## config.mk

```make
export PLATFORM = sky130hd
export DESIGN_NAME = masked_byte_pattern_scanner_unit
export DESIGN_NICKNAME = d
export VERILOG_FILES = /design/src/mbps_pkg.sv /design/src/mbps_cell.sv /design/src/mbps_rsp_buf.sv /design/src/masked_byte_pattern_scanner_unit.sv
export SDC_FILE = /design/constraint.sdc
export NUM_CORES = 2
export LEC_CHECK = 0
export BUFFER_PORTS_ARGS = -buffer_cell sky130_fd_sc_hd__buf_2
export CAP_MARGIN = 20
export CORE_AREA = 4 4 259 261
export DETAILED_ROUTE_END_ITERATION = 16
export DIE_AREA = 0 0 263 265
export PLACE_DENSITY_LB_ADDON = 0.2
export SYNTH_ARGS = -nofsm -noshare
export SYNTH_HDL_FRONTEND = slang
export SYNTH_SLANG_ARGS = --single-unit
export TNS_END_PERCENT = 30
```

## constraint.sdc

```tcl
create_clock -name clock -period 20.5 [get_ports clock]
set_input_delay 4.1 -clock clock [delete_from_list [all_inputs] [get_ports clock]]
set_output_delay 4.1 -clock clock [all_outputs]
set_load 0.01 [all_outputs]
```

## src/mbps_pkg.sv

```systemverilog
// shared constants, types and helpers for the masked byte pattern scanner
// no dependencies; imported by every module of the scanner

package mbps_pkg;

   localparam int PATTERN_MAX = 16;
   localparam int OFFSET_BITS = 32;

   localparam int WIN_DEPTH = (PATTERN_MAX > 1) ? PATTERN_MAX - 1 : 1;
   localparam int LEN_CAP   = (PATTERN_MAX < 16) ? PATTERN_MAX : 16;
   localparam int POS_BITS  = (PATTERN_MAX > 1) ? $clog2(PATTERN_MAX) : 1;

   localparam int LEN_BITS   = 5;
   localparam int BYTE_BITS  = 8;
   localparam int CSR_BITS   = 64;
   localparam int INDEX_BITS = 3;
   localparam int RSP_OFFSET_BITS = 32;

   localparam logic [INDEX_BITS-1:0] REG_VALUES_LOW  = 3'd0;
   localparam logic [INDEX_BITS-1:0] REG_VALUES_HIGH = 3'd1;
   localparam logic [INDEX_BITS-1:0] REG_MASKS_LOW   = 3'd2;
   localparam logic [INDEX_BITS-1:0] REG_MASKS_HIGH  = 3'd3;
   localparam logic [INDEX_BITS-1:0] REG_LENGTH      = 3'd4;

   localparam logic [OFFSET_BITS-1:0] COUNT_MAX = '1;

   typedef logic [PATTERN_MAX-1:0][BYTE_BITS-1:0] pat_bytes_type;

   typedef struct packed {
      logic                       found;
      logic [RSP_OFFSET_BITS-1:0] match_offset;
   } rsp_word_type;

   // masked compare of one byte against one pattern position
   function automatic logic byte_hit(input logic [BYTE_BITS-1:0] d,
                                     input logic [BYTE_BITS-1:0] m,
                                     input logic [BYTE_BITS-1:0] v);
      return (d & m) == v;
   endfunction

   // length as the compare logic uses it: zero means one, capped at LEN_CAP
   function automatic logic [LEN_BITS-1:0] clamp_length(input logic [LEN_BITS-1:0] raw);
      logic [LEN_BITS-1:0] res;
      res = raw;
      if (raw == '0) begin
         res = LEN_BITS'(1);
      end else if (raw > LEN_BITS'(LEN_CAP)) begin
         res = LEN_BITS'(LEN_CAP);
      end
      return res;
   endfunction

endpackage

```

## src/mbps_cell.sv

```systemverilog
// one window cell: holds one earlier byte of the region, passes it on each word,
// and compares it against the pattern position that lines up with it; uses mbps_pkg

module mbps_cell
   import mbps_pkg::*;
(
   input  logic                 clock,
   input  logic                 shift_en,
   input  logic [BYTE_BITS-1:0] byte_in,
   output logic [BYTE_BITS-1:0] byte_out,
   input  logic                 cell_active,
   input  logic [POS_BITS-1:0]  cell_pos,
   input  pat_bytes_type        pat_values,
   input  pat_bytes_type        pat_masks,
   output logic                 cell_ok
);

   logic [BYTE_BITS-1:0] byte_ff;
   logic [BYTE_BITS-1:0] byte_in_sel;

   assign byte_in_sel = shift_en ? byte_in : byte_ff;

   always_ff @(posedge clock) begin
      byte_ff <= byte_in_sel;
   end

   assign byte_out = byte_ff;

   // cells past the pattern's reach always agree
   assign cell_ok = !cell_active ||
                    byte_hit(byte_ff, pat_masks[cell_pos], pat_values[cell_pos]);

endmodule

```

## src/mbps_rsp_buf.sv

```systemverilog
// two-entry result buffer: output register plus skid entry
// uses mbps_pkg for the result word type

module mbps_rsp_buf
   import mbps_pkg::*;
(
   input  logic         clock,
   input  logic         reset,
   input  logic         push,
   input  rsp_word_type push_word,
   output logic         has_room,
   output logic         rsp_valid,
   input  logic         rsp_ready,
   output rsp_word_type rsp_word
);

   logic         head_valid_ff, head_valid_in;
   logic         skid_valid_ff, skid_valid_in;
   rsp_word_type head_ff, head_in;
   rsp_word_type skid_ff, skid_in;
   logic         pop;

   assign pop      = head_valid_ff && rsp_ready;
   assign has_room = !skid_valid_ff;

   always_comb begin
      head_valid_in = head_valid_ff;
      skid_valid_in = skid_valid_ff;
      head_in       = head_ff;
      skid_in       = skid_ff;
      if (pop) begin
         if (skid_valid_ff) begin
            head_in       = skid_ff;
            head_valid_in = 1'b1;
            skid_in       = push_word;
            skid_valid_in = push;
         end else begin
            head_in       = push_word;
            head_valid_in = push;
         end
      end else if (push) begin
         if (!head_valid_ff) begin
            head_in       = push_word;
            head_valid_in = 1'b1;
         end else begin
            skid_in       = push_word;
            skid_valid_in = 1'b1;
         end
      end
   end

   always_ff @(posedge clock) begin
      if (reset) begin
         head_valid_ff <= 1'b0;
         skid_valid_ff <= 1'b0;
      end else begin
         head_valid_ff <= head_valid_in;
         skid_valid_ff <= skid_valid_in;
      end
   end

   always_ff @(posedge clock) begin
      head_ff <= head_in;
      skid_ff <= skid_in;
   end

   assign rsp_valid = head_valid_ff;
   assign rsp_word  = head_ff;

endmodule

```

## src/masked_byte_pattern_scanner_unit.sv

```systemverilog
// Masked byte pattern scanner. Takes one byte per clock while the output buffer has
// room, and finds the first place in a region where the masked pattern (up to 16
// bytes, byte & mask == value per position) matches. The earlier bytes sit in a
// chain of 15 cells that shift once per accepted word; every cell compares its byte
// against the pattern position it currently lines up with, so the whole pattern is
// checked in the cycle the byte arrives. The result (found with the match start
// offset, or not found on the region's last byte) is registered into a two-entry
// output buffer, head register then skid entry; the input stalls only when both
// entries are held. Offsets count from the region start and saturate. Registers
// 0..3 hold pattern values and masks, low positions in the low bytes; register 4 is
// the length. Depends on mbps_pkg, mbps_cell and mbps_rsp_buf.

module masked_byte_pattern_scanner_unit
   import mbps_pkg::*;
(
   input  logic                       clock,
   input  logic                       reset,
   input  logic                       req_valid,
   output logic                       req_ready,
   input  logic [BYTE_BITS-1:0]       req_data_byte,
   input  logic                       req_region_first,
   input  logic                       req_region_last,
   output logic                       rsp_valid,
   input  logic                       rsp_ready,
   output logic                       rsp_found,
   output logic [RSP_OFFSET_BITS-1:0] rsp_match_offset,
   input  logic                       csr_valid,
   output logic                       csr_ready,
   input  logic [INDEX_BITS-1:0]      csr_index,
   input  logic [CSR_BITS-1:0]        csr_wdata
);

   pat_bytes_type        pat_values_ff;
   pat_bytes_type        pat_masks_ff;
   logic [LEN_BITS-1:0]  pat_len_ff;

   logic [OFFSET_BITS-1:0] bytes_seen_ff, bytes_seen_in;
   logic                   match_done_ff, match_done_in;

   logic                   accept;
   logic                   csr_write;
   logic                   buf_room;
   logic [OFFSET_BITS-1:0] seen_base;
   logic [OFFSET_BITS-1:0] have;
   logic [OFFSET_BITS-1:0] len_wide;
   logic [OFFSET_BITS-1:0] match_off;
   logic                   done_base;
   logic                   enough;
   logic                   all_ok;
   logic                   hit;
   logic                   push;
   rsp_word_type           push_word;
   rsp_word_type           out_word;

   logic [WIN_DEPTH-1:0][BYTE_BITS-1:0] cell_byte;
   logic [WIN_DEPTH-1:0]                cell_ok;
   logic [POS_BITS-1:0]                 cur_pos;
   logic                                cur_ok;

   // configuration
   assign csr_ready = 1'b1;
   assign csr_write = csr_valid && csr_ready;

   always_ff @(posedge clock) begin
      if (reset) begin
         pat_values_ff <= '0;
         pat_masks_ff  <= '0;
         pat_len_ff    <= LEN_BITS'(1);
      end else if (csr_write) begin
         for (int p = 0; p < PATTERN_MAX; p++) begin
            if ((p < 8 && csr_index == REG_VALUES_LOW) ||
                (p >= 8 && p < 16 && csr_index == REG_VALUES_HIGH)) begin
               pat_values_ff[p] <= csr_wdata[8*(p%8) +: BYTE_BITS];
            end
            if ((p < 8 && csr_index == REG_MASKS_LOW) ||
                (p >= 8 && p < 16 && csr_index == REG_MASKS_HIGH)) begin
               pat_masks_ff[p] <= csr_wdata[8*(p%8) +: BYTE_BITS];
            end
         end
         if (csr_index == REG_LENGTH) begin
            pat_len_ff <= clamp_length(csr_wdata[LEN_BITS-1:0]);
         end
      end
   end

   // cell chain, cell 0 holds the byte just before the current one
   for (genvar k = 0; k < WIN_DEPTH; k++) begin : g_cell
      logic                 active;
      logic [POS_BITS-1:0]  pos;
      logic [BYTE_BITS-1:0] nb_byte;

      assign active  = pat_len_ff >= LEN_BITS'(k + 2);
      assign pos     = POS_BITS'(pat_len_ff - LEN_BITS'(k + 2));
      assign nb_byte = (k == 0) ? req_data_byte : cell_byte[(k == 0) ? 0 : k - 1];

      mbps_cell u_cell (
         .clock       (clock),
         .shift_en    (accept),
         .byte_in     (nb_byte),
         .byte_out    (cell_byte[k]),
         .cell_active (active),
         .cell_pos    (pos),
         .pat_values  (pat_values_ff),
         .pat_masks   (pat_masks_ff),
         .cell_ok     (cell_ok[k])
      );
   end

   // the current byte lines up with the last pattern position
   assign cur_pos = POS_BITS'(pat_len_ff - LEN_BITS'(1));
   assign cur_ok  = byte_hit(req_data_byte, pat_masks_ff[cur_pos], pat_values_ff[cur_pos]);
   assign all_ok  = cur_ok && (&cell_ok);

   // region bookkeeping
   assign accept    = req_valid && req_ready;
   assign seen_base = req_region_first ? '0 : bytes_seen_ff;
   assign done_base = req_region_first ? 1'b0 : match_done_ff;
   assign have      = (seen_base == COUNT_MAX) ? COUNT_MAX : seen_base + OFFSET_BITS'(1);
   assign len_wide  = OFFSET_BITS'(pat_len_ff);
   assign enough    = have >= len_wide;
   assign match_off = have - len_wide;

   assign hit  = !done_base && enough && all_ok;
   assign push = accept && (hit || (req_region_last && !done_base));

   assign push_word.found        = hit;
   assign push_word.match_offset = hit ? RSP_OFFSET_BITS'(match_off) : '0;

   always_comb begin
      bytes_seen_in = bytes_seen_ff;
      match_done_in = match_done_ff;
      if (accept) begin
         if (req_region_last) begin
            bytes_seen_in = '0;
            match_done_in = 1'b0;
         end else begin
            bytes_seen_in = have;
            match_done_in = done_base || hit;
         end
      end
   end

   always_ff @(posedge clock) begin
      if (reset) begin
         bytes_seen_ff <= '0;
         match_done_ff <= 1'b0;
      end else begin
         bytes_seen_ff <= bytes_seen_in;
         match_done_ff <= match_done_in;
      end
   end

   assign req_ready = buf_room;

   mbps_rsp_buf u_rsp_buf (
      .clock     (clock),
      .reset     (reset),
      .push      (push),
      .push_word (push_word),
      .has_room  (buf_room),
      .rsp_valid (rsp_valid),
      .rsp_ready (rsp_ready),
      .rsp_word  (out_word)
   );

   assign rsp_found        = out_word.found;
   assign rsp_match_offset = out_word.match_offset;

endmodule

```

==> impl_metrics.env <==
export IMPL_clock_sinks=482
export IMPL_yosys_area_share_xor_xnor=0.0381
export IMPL_synth_mux_area_frac=0.305
export IMPL_critPathRequiredTime_ps=20830
export IMPL_hold_buffers=0
export IMPL_synth_main_ff_cell="dfxtp_1"
export IMPL_hold_path_class="reg2reg"
export IMPL_hold_viol_final=0
export IMPL_io_buffers=116
export IMPL_yosysTopAreaCell="mux4_2"
export IMPL_cp_max_fo=43
export IMPL_place_inst=4331
export IMPL_drtIter0Drc=4183
export IMPL_die_w_um=263
export IMPL_area_growth_pct=8.05
export IMPL_rsz0062_at_grt="no"
export IMPL_rows=93
export IMPL_die_h_um=265
export IMPL_postCtsSetupBuffers=0
export IMPL_nets=3634
export IMPL_cts_tree="yes"
export IMPL_avgViaCountPerCell=7.01
export IMPL_startpoint_type="input port"
export IMPL_grt_max_degree=123
export IMPL_antenna_found_initial=14
export IMPL_synth_compound_area_frac=0.132
export IMPL_clock_path_buffers=3
export IMPL_cellLeakagePower_nw=13.7
export IMPL_rrSetupSlack_ps=12230
export IMPL_grt_pass1_wl_mm=193
export IMPL_finalSetupViolCount=0
export IMPL_r2r_start="pat_len_ff[1]"
export IMPL_htree_levels=2
export IMPL_fillers=5486
export IMPL_ant_nets=0
export IMPL_criticalPathCategory="in2reg"
export IMPL_stdcell_count=4443
export IMPL_synthTopCellsByArea="mux4_2, dfxtp_1, edfxtp_1, nand2_1, mux2i_1"
export IMPL_r2r_cells=16
export IMPL_drive_gt1_frac=0.222
export IMPL_fmax_mhz=92.3
export IMPL_r2r_end="u_rsp_buf.rsp_word[2]"
export IMPL_grt_ovfl_total=0
export IMPL_hold_path_endpoint="g_cell[1].u_cell.byte_out[4]"
export IMPL_hpwl_mm=93.6
export IMPL_netlist_area_leader_share=0.196
export IMPL_status="completed"
export IMPL_place_congestion=1.01
export IMPL_grt_pass1_vias=29200
export IMPL_cts_clk_slew_worst_paths_ps=60
export IMPL_io_pins=118
export IMPL_wl_per_cell_um=29.5
export IMPL_initial_core_util=0.550
export IMPL_core_um2=64500
export IMPL_fin_crit_sh=0.528
export IMPL_synth_simple_area_share=0.149
export IMPL_vias=31200
export IMPL_syn_nets=3686
export IMPL_end_kind="flop"
export IMPL_cts_buffers=55
export IMPL_ys_ff_latch=482
export IMPL_worst_ir_drop_vdd_mv=0.0677
export IMPL_routed_wl_mm=131
export IMPL_synth_top_family_by_area="multiplexers"
export IMPL_post_route_min_period_ps=10830
export IMPL_clk_latency_ps=640
export IMPL_hold_depth=0
export IMPL_dieArea_um2=69700
export IMPL_syn_area_per_cell_um2=9.88
export IMPL_synth_area_um2=35400
export IMPL_clk_root_buffer_cell="clkbuf_16"
export IMPL_netlist_instances=3585
export IMPL_synth_edf_count=186
export IMPL_maxCapViolations=0
export IMPL_power_density_nw_per_um2=66.8
export IMPL_drc=0
export IMPL_yosysWarnings=0
export IMPL_critPathArrivalTime_ps=11150
export IMPL_fin_skew_ps=30.0
export IMPL_hold_start="g_cell[0].u_cell.byte_out[4]"
export IMPL_async_reset_ff_frac=0
export IMPL_tightestPinTransition_ps=1250
export IMPL_dr_pass1_iters=6
export IMPL_ys_seq_area_frac=0.325
export IMPL_slew_viol_final=0
export IMPL_grt_usage=0.364
export IMPL_finalSetupTns_ps=0
export IMPL_relSlewSlack=0.163
export IMPL_synthAdderAreaFrac=0.00692
export IMPL_cts_resized=0
export IMPL_synth_cell_types=94
## sequential cells by signal (all words and copies together) (netlist names)
| register | count |
|---|---|
| pat_masks_ff | 128 |
| pat_values_ff | 128 |
| g_cell.u_cell.byte_out | 120 |
| u_rsp_buf.rsp_word | 33 |
| u_rsp_buf.skid_ff | 33 |
| bytes_seen_ff | 32 |
| pat_len_ff | 5 |
| match_done_ff | 1 |
| u_rsp_buf.rsp_valid | 1 |
| u_rsp_buf.skid_valid_ff | 1 |
## power breakdown
part           switching (mW)  total [mW]  internal (mW)
registers              0.0390        1.09           1.06
logic                   0.251       0.381          0.130
clock network           0.442        1.08          0.640
total                   0.731        2.56           1.83
## final cells by class
type	instances	area, µm²	area share
Inverter	20	77.6	0.00203
Clock inverter	22	218	0.00569
Clock buffer	82	1780	0.0465
Antenna cell	8	20.0	0.000523
Multi-Input combinational cell	2795	22500	0.588
Tap cell	855	1070	0.0279
Sequential cell	482	11500	0.301
Timing Repair Buffer	179	1070	0.0281
## cells in the final DEF, fill, tap and decap left out, types with 10 or more instances in the layout
master | netlist | layout
nand2_1 | 744 | 743
a21oi_1 | 312 | 312
mux4_2 | 309 | 309
dfxtp_1 | 296 | 292
mux2i_1 | 239 | 239
nor2_1 | 195 | 193
edfxtp_1 | 186 | 186
mux2_2 | 115 | 115
buf_2 | 83 | 115
o21ai_0 | 92 | 92
xnor2_1 | 85 | 81
o22ai_1 | 75 | 75
clkbuf_16 | 0 | 64
buf_4 | 26 | 62
nand3_1 | 62 | 61
nor3_1 | 57 | 57
xor2_1 | 56 | 54
o211ai_1 | 42 | 42
a22oi_1 | 40 | 40
o31ai_2 | 32 | 32
nor4_1 | 27 | 27
a221oi_1 | 26 | 26
nor2b_1 | 24 | 23
nand2b_1 | 22 | 21
nand4_1 | 19 | 19
inv_1 | 17 | 16
ha_1 | 18 | 16
or3_1 | 15 | 14
a22o_1 | 13 | 13
a211oi_1 | 13 | 13
clkbuf_8 | 0 | 12
a31oi_1 | 11 | 11
or2_2 | 10 | 10
## logic make-up (layout without fill, tap and decap cells)
| logic type | Yosys count | count (layout) |
|---|---|---|
| AO/OA/AOI/OAI | 729 | 729 |
| XOR/XNOR | 148 | 148 |
| adder cells (fa/ha/maj) | 19 | 19 |
| buffers and inverters | 308 | 303 |
| flip-flops | 482 | 482 |
| multiplexers | 669 | 669 |
| other | 1 | 9 |
| AND/OR/NAND/NOR | 1229 | 1229 |
## stage by stage
| stage | setup slack [ps] | power (mW) | hold WS (ps) | utilization | cell area, µm² |
|---|---|---|---|---|---|
| after floorplan | 9430 | 1.35 | 420 | - | 35400 |
| after global placement | 9250 | 1.48 | 430 | 0.562 | 36200 |
| after detailed placement | 9120 | 1.48 | 438 | 0.562 | 36300 |
| after CTS | 9730 | 2.55 | 452 | 0.593 | 38300 |
| after global routing | 8940 | 2.62 | 464 | 0.593 | 38300 |
| final | 9670 | 2.56 | 453 | 0.594 | 38300 |
## worst max-delay path by stage
stage                      from               endpoint  slack (ps)  cells past startpoint
2_1_floorplan  req_region_first   u_rsp_buf.skid_ff[0]        9430                     29
4_1_cts        req_region_first  u_rsp_buf.rsp_word[2]        9730                     23
6_report       req_region_first  u_rsp_buf.rsp_word[2]        9670                     23
3_3_place_gp   req_region_first  u_rsp_buf.rsp_word[1]        9250                     23
3_5_place_dp   req_region_first  u_rsp_buf.rsp_word[2]        9120                     23
5_1_grt        req_region_first  u_rsp_buf.rsp_word[2]        8940                     23
## routing by layer
| layer | wire, µm | part of all wire | vias up | global-route usage |
|---|---|---|---|---|
| li1 | - | - | 13400 | - |
| met1 | 49600 | 0.38 | 15400 | 0.483 |
| met3 | 15600 | 0.12 | 351 | 0.0898 |
| met4 | 6980 | 0.053 | 8 | 0.161 |
| met2 | 59000 | 0.45 | 1993 | 0.571 |
| met5 | 73 | 0.00056 | - | 0 |
## worst max-delay path, cell delays in order
cell	delay, ps
buf_2	100
buf_4	250
nor2b_1	220
ha_1	260
nand4_1	270
or3_1	580
nor3_2	510
nand2_1	430
nand2_1	200
ha_1	290
nor2b_1	150
o21ai_0	200
a21boi_0	130
a2111oi_0	770
nand3_1	400
nor2_2	260
nand3_1	200
nor4_1	500
and3_1	240
or3_2	110
buf_4	530
a211oi_4	110
buf_4	290
## Yosys cell counts, types with 83 or more instances
cell and n:
nand2_1 744, clkbuf_1 131, a21oi_1 312, nor2_1 195
mux4_2 309, xnor2_1 85, dfxtp_1 296, mux2_2 115
edfxtp_1 186, buf_2 83, o21ai_0 92, mux2i_1 239
Power figures use the tool's default switching activity.
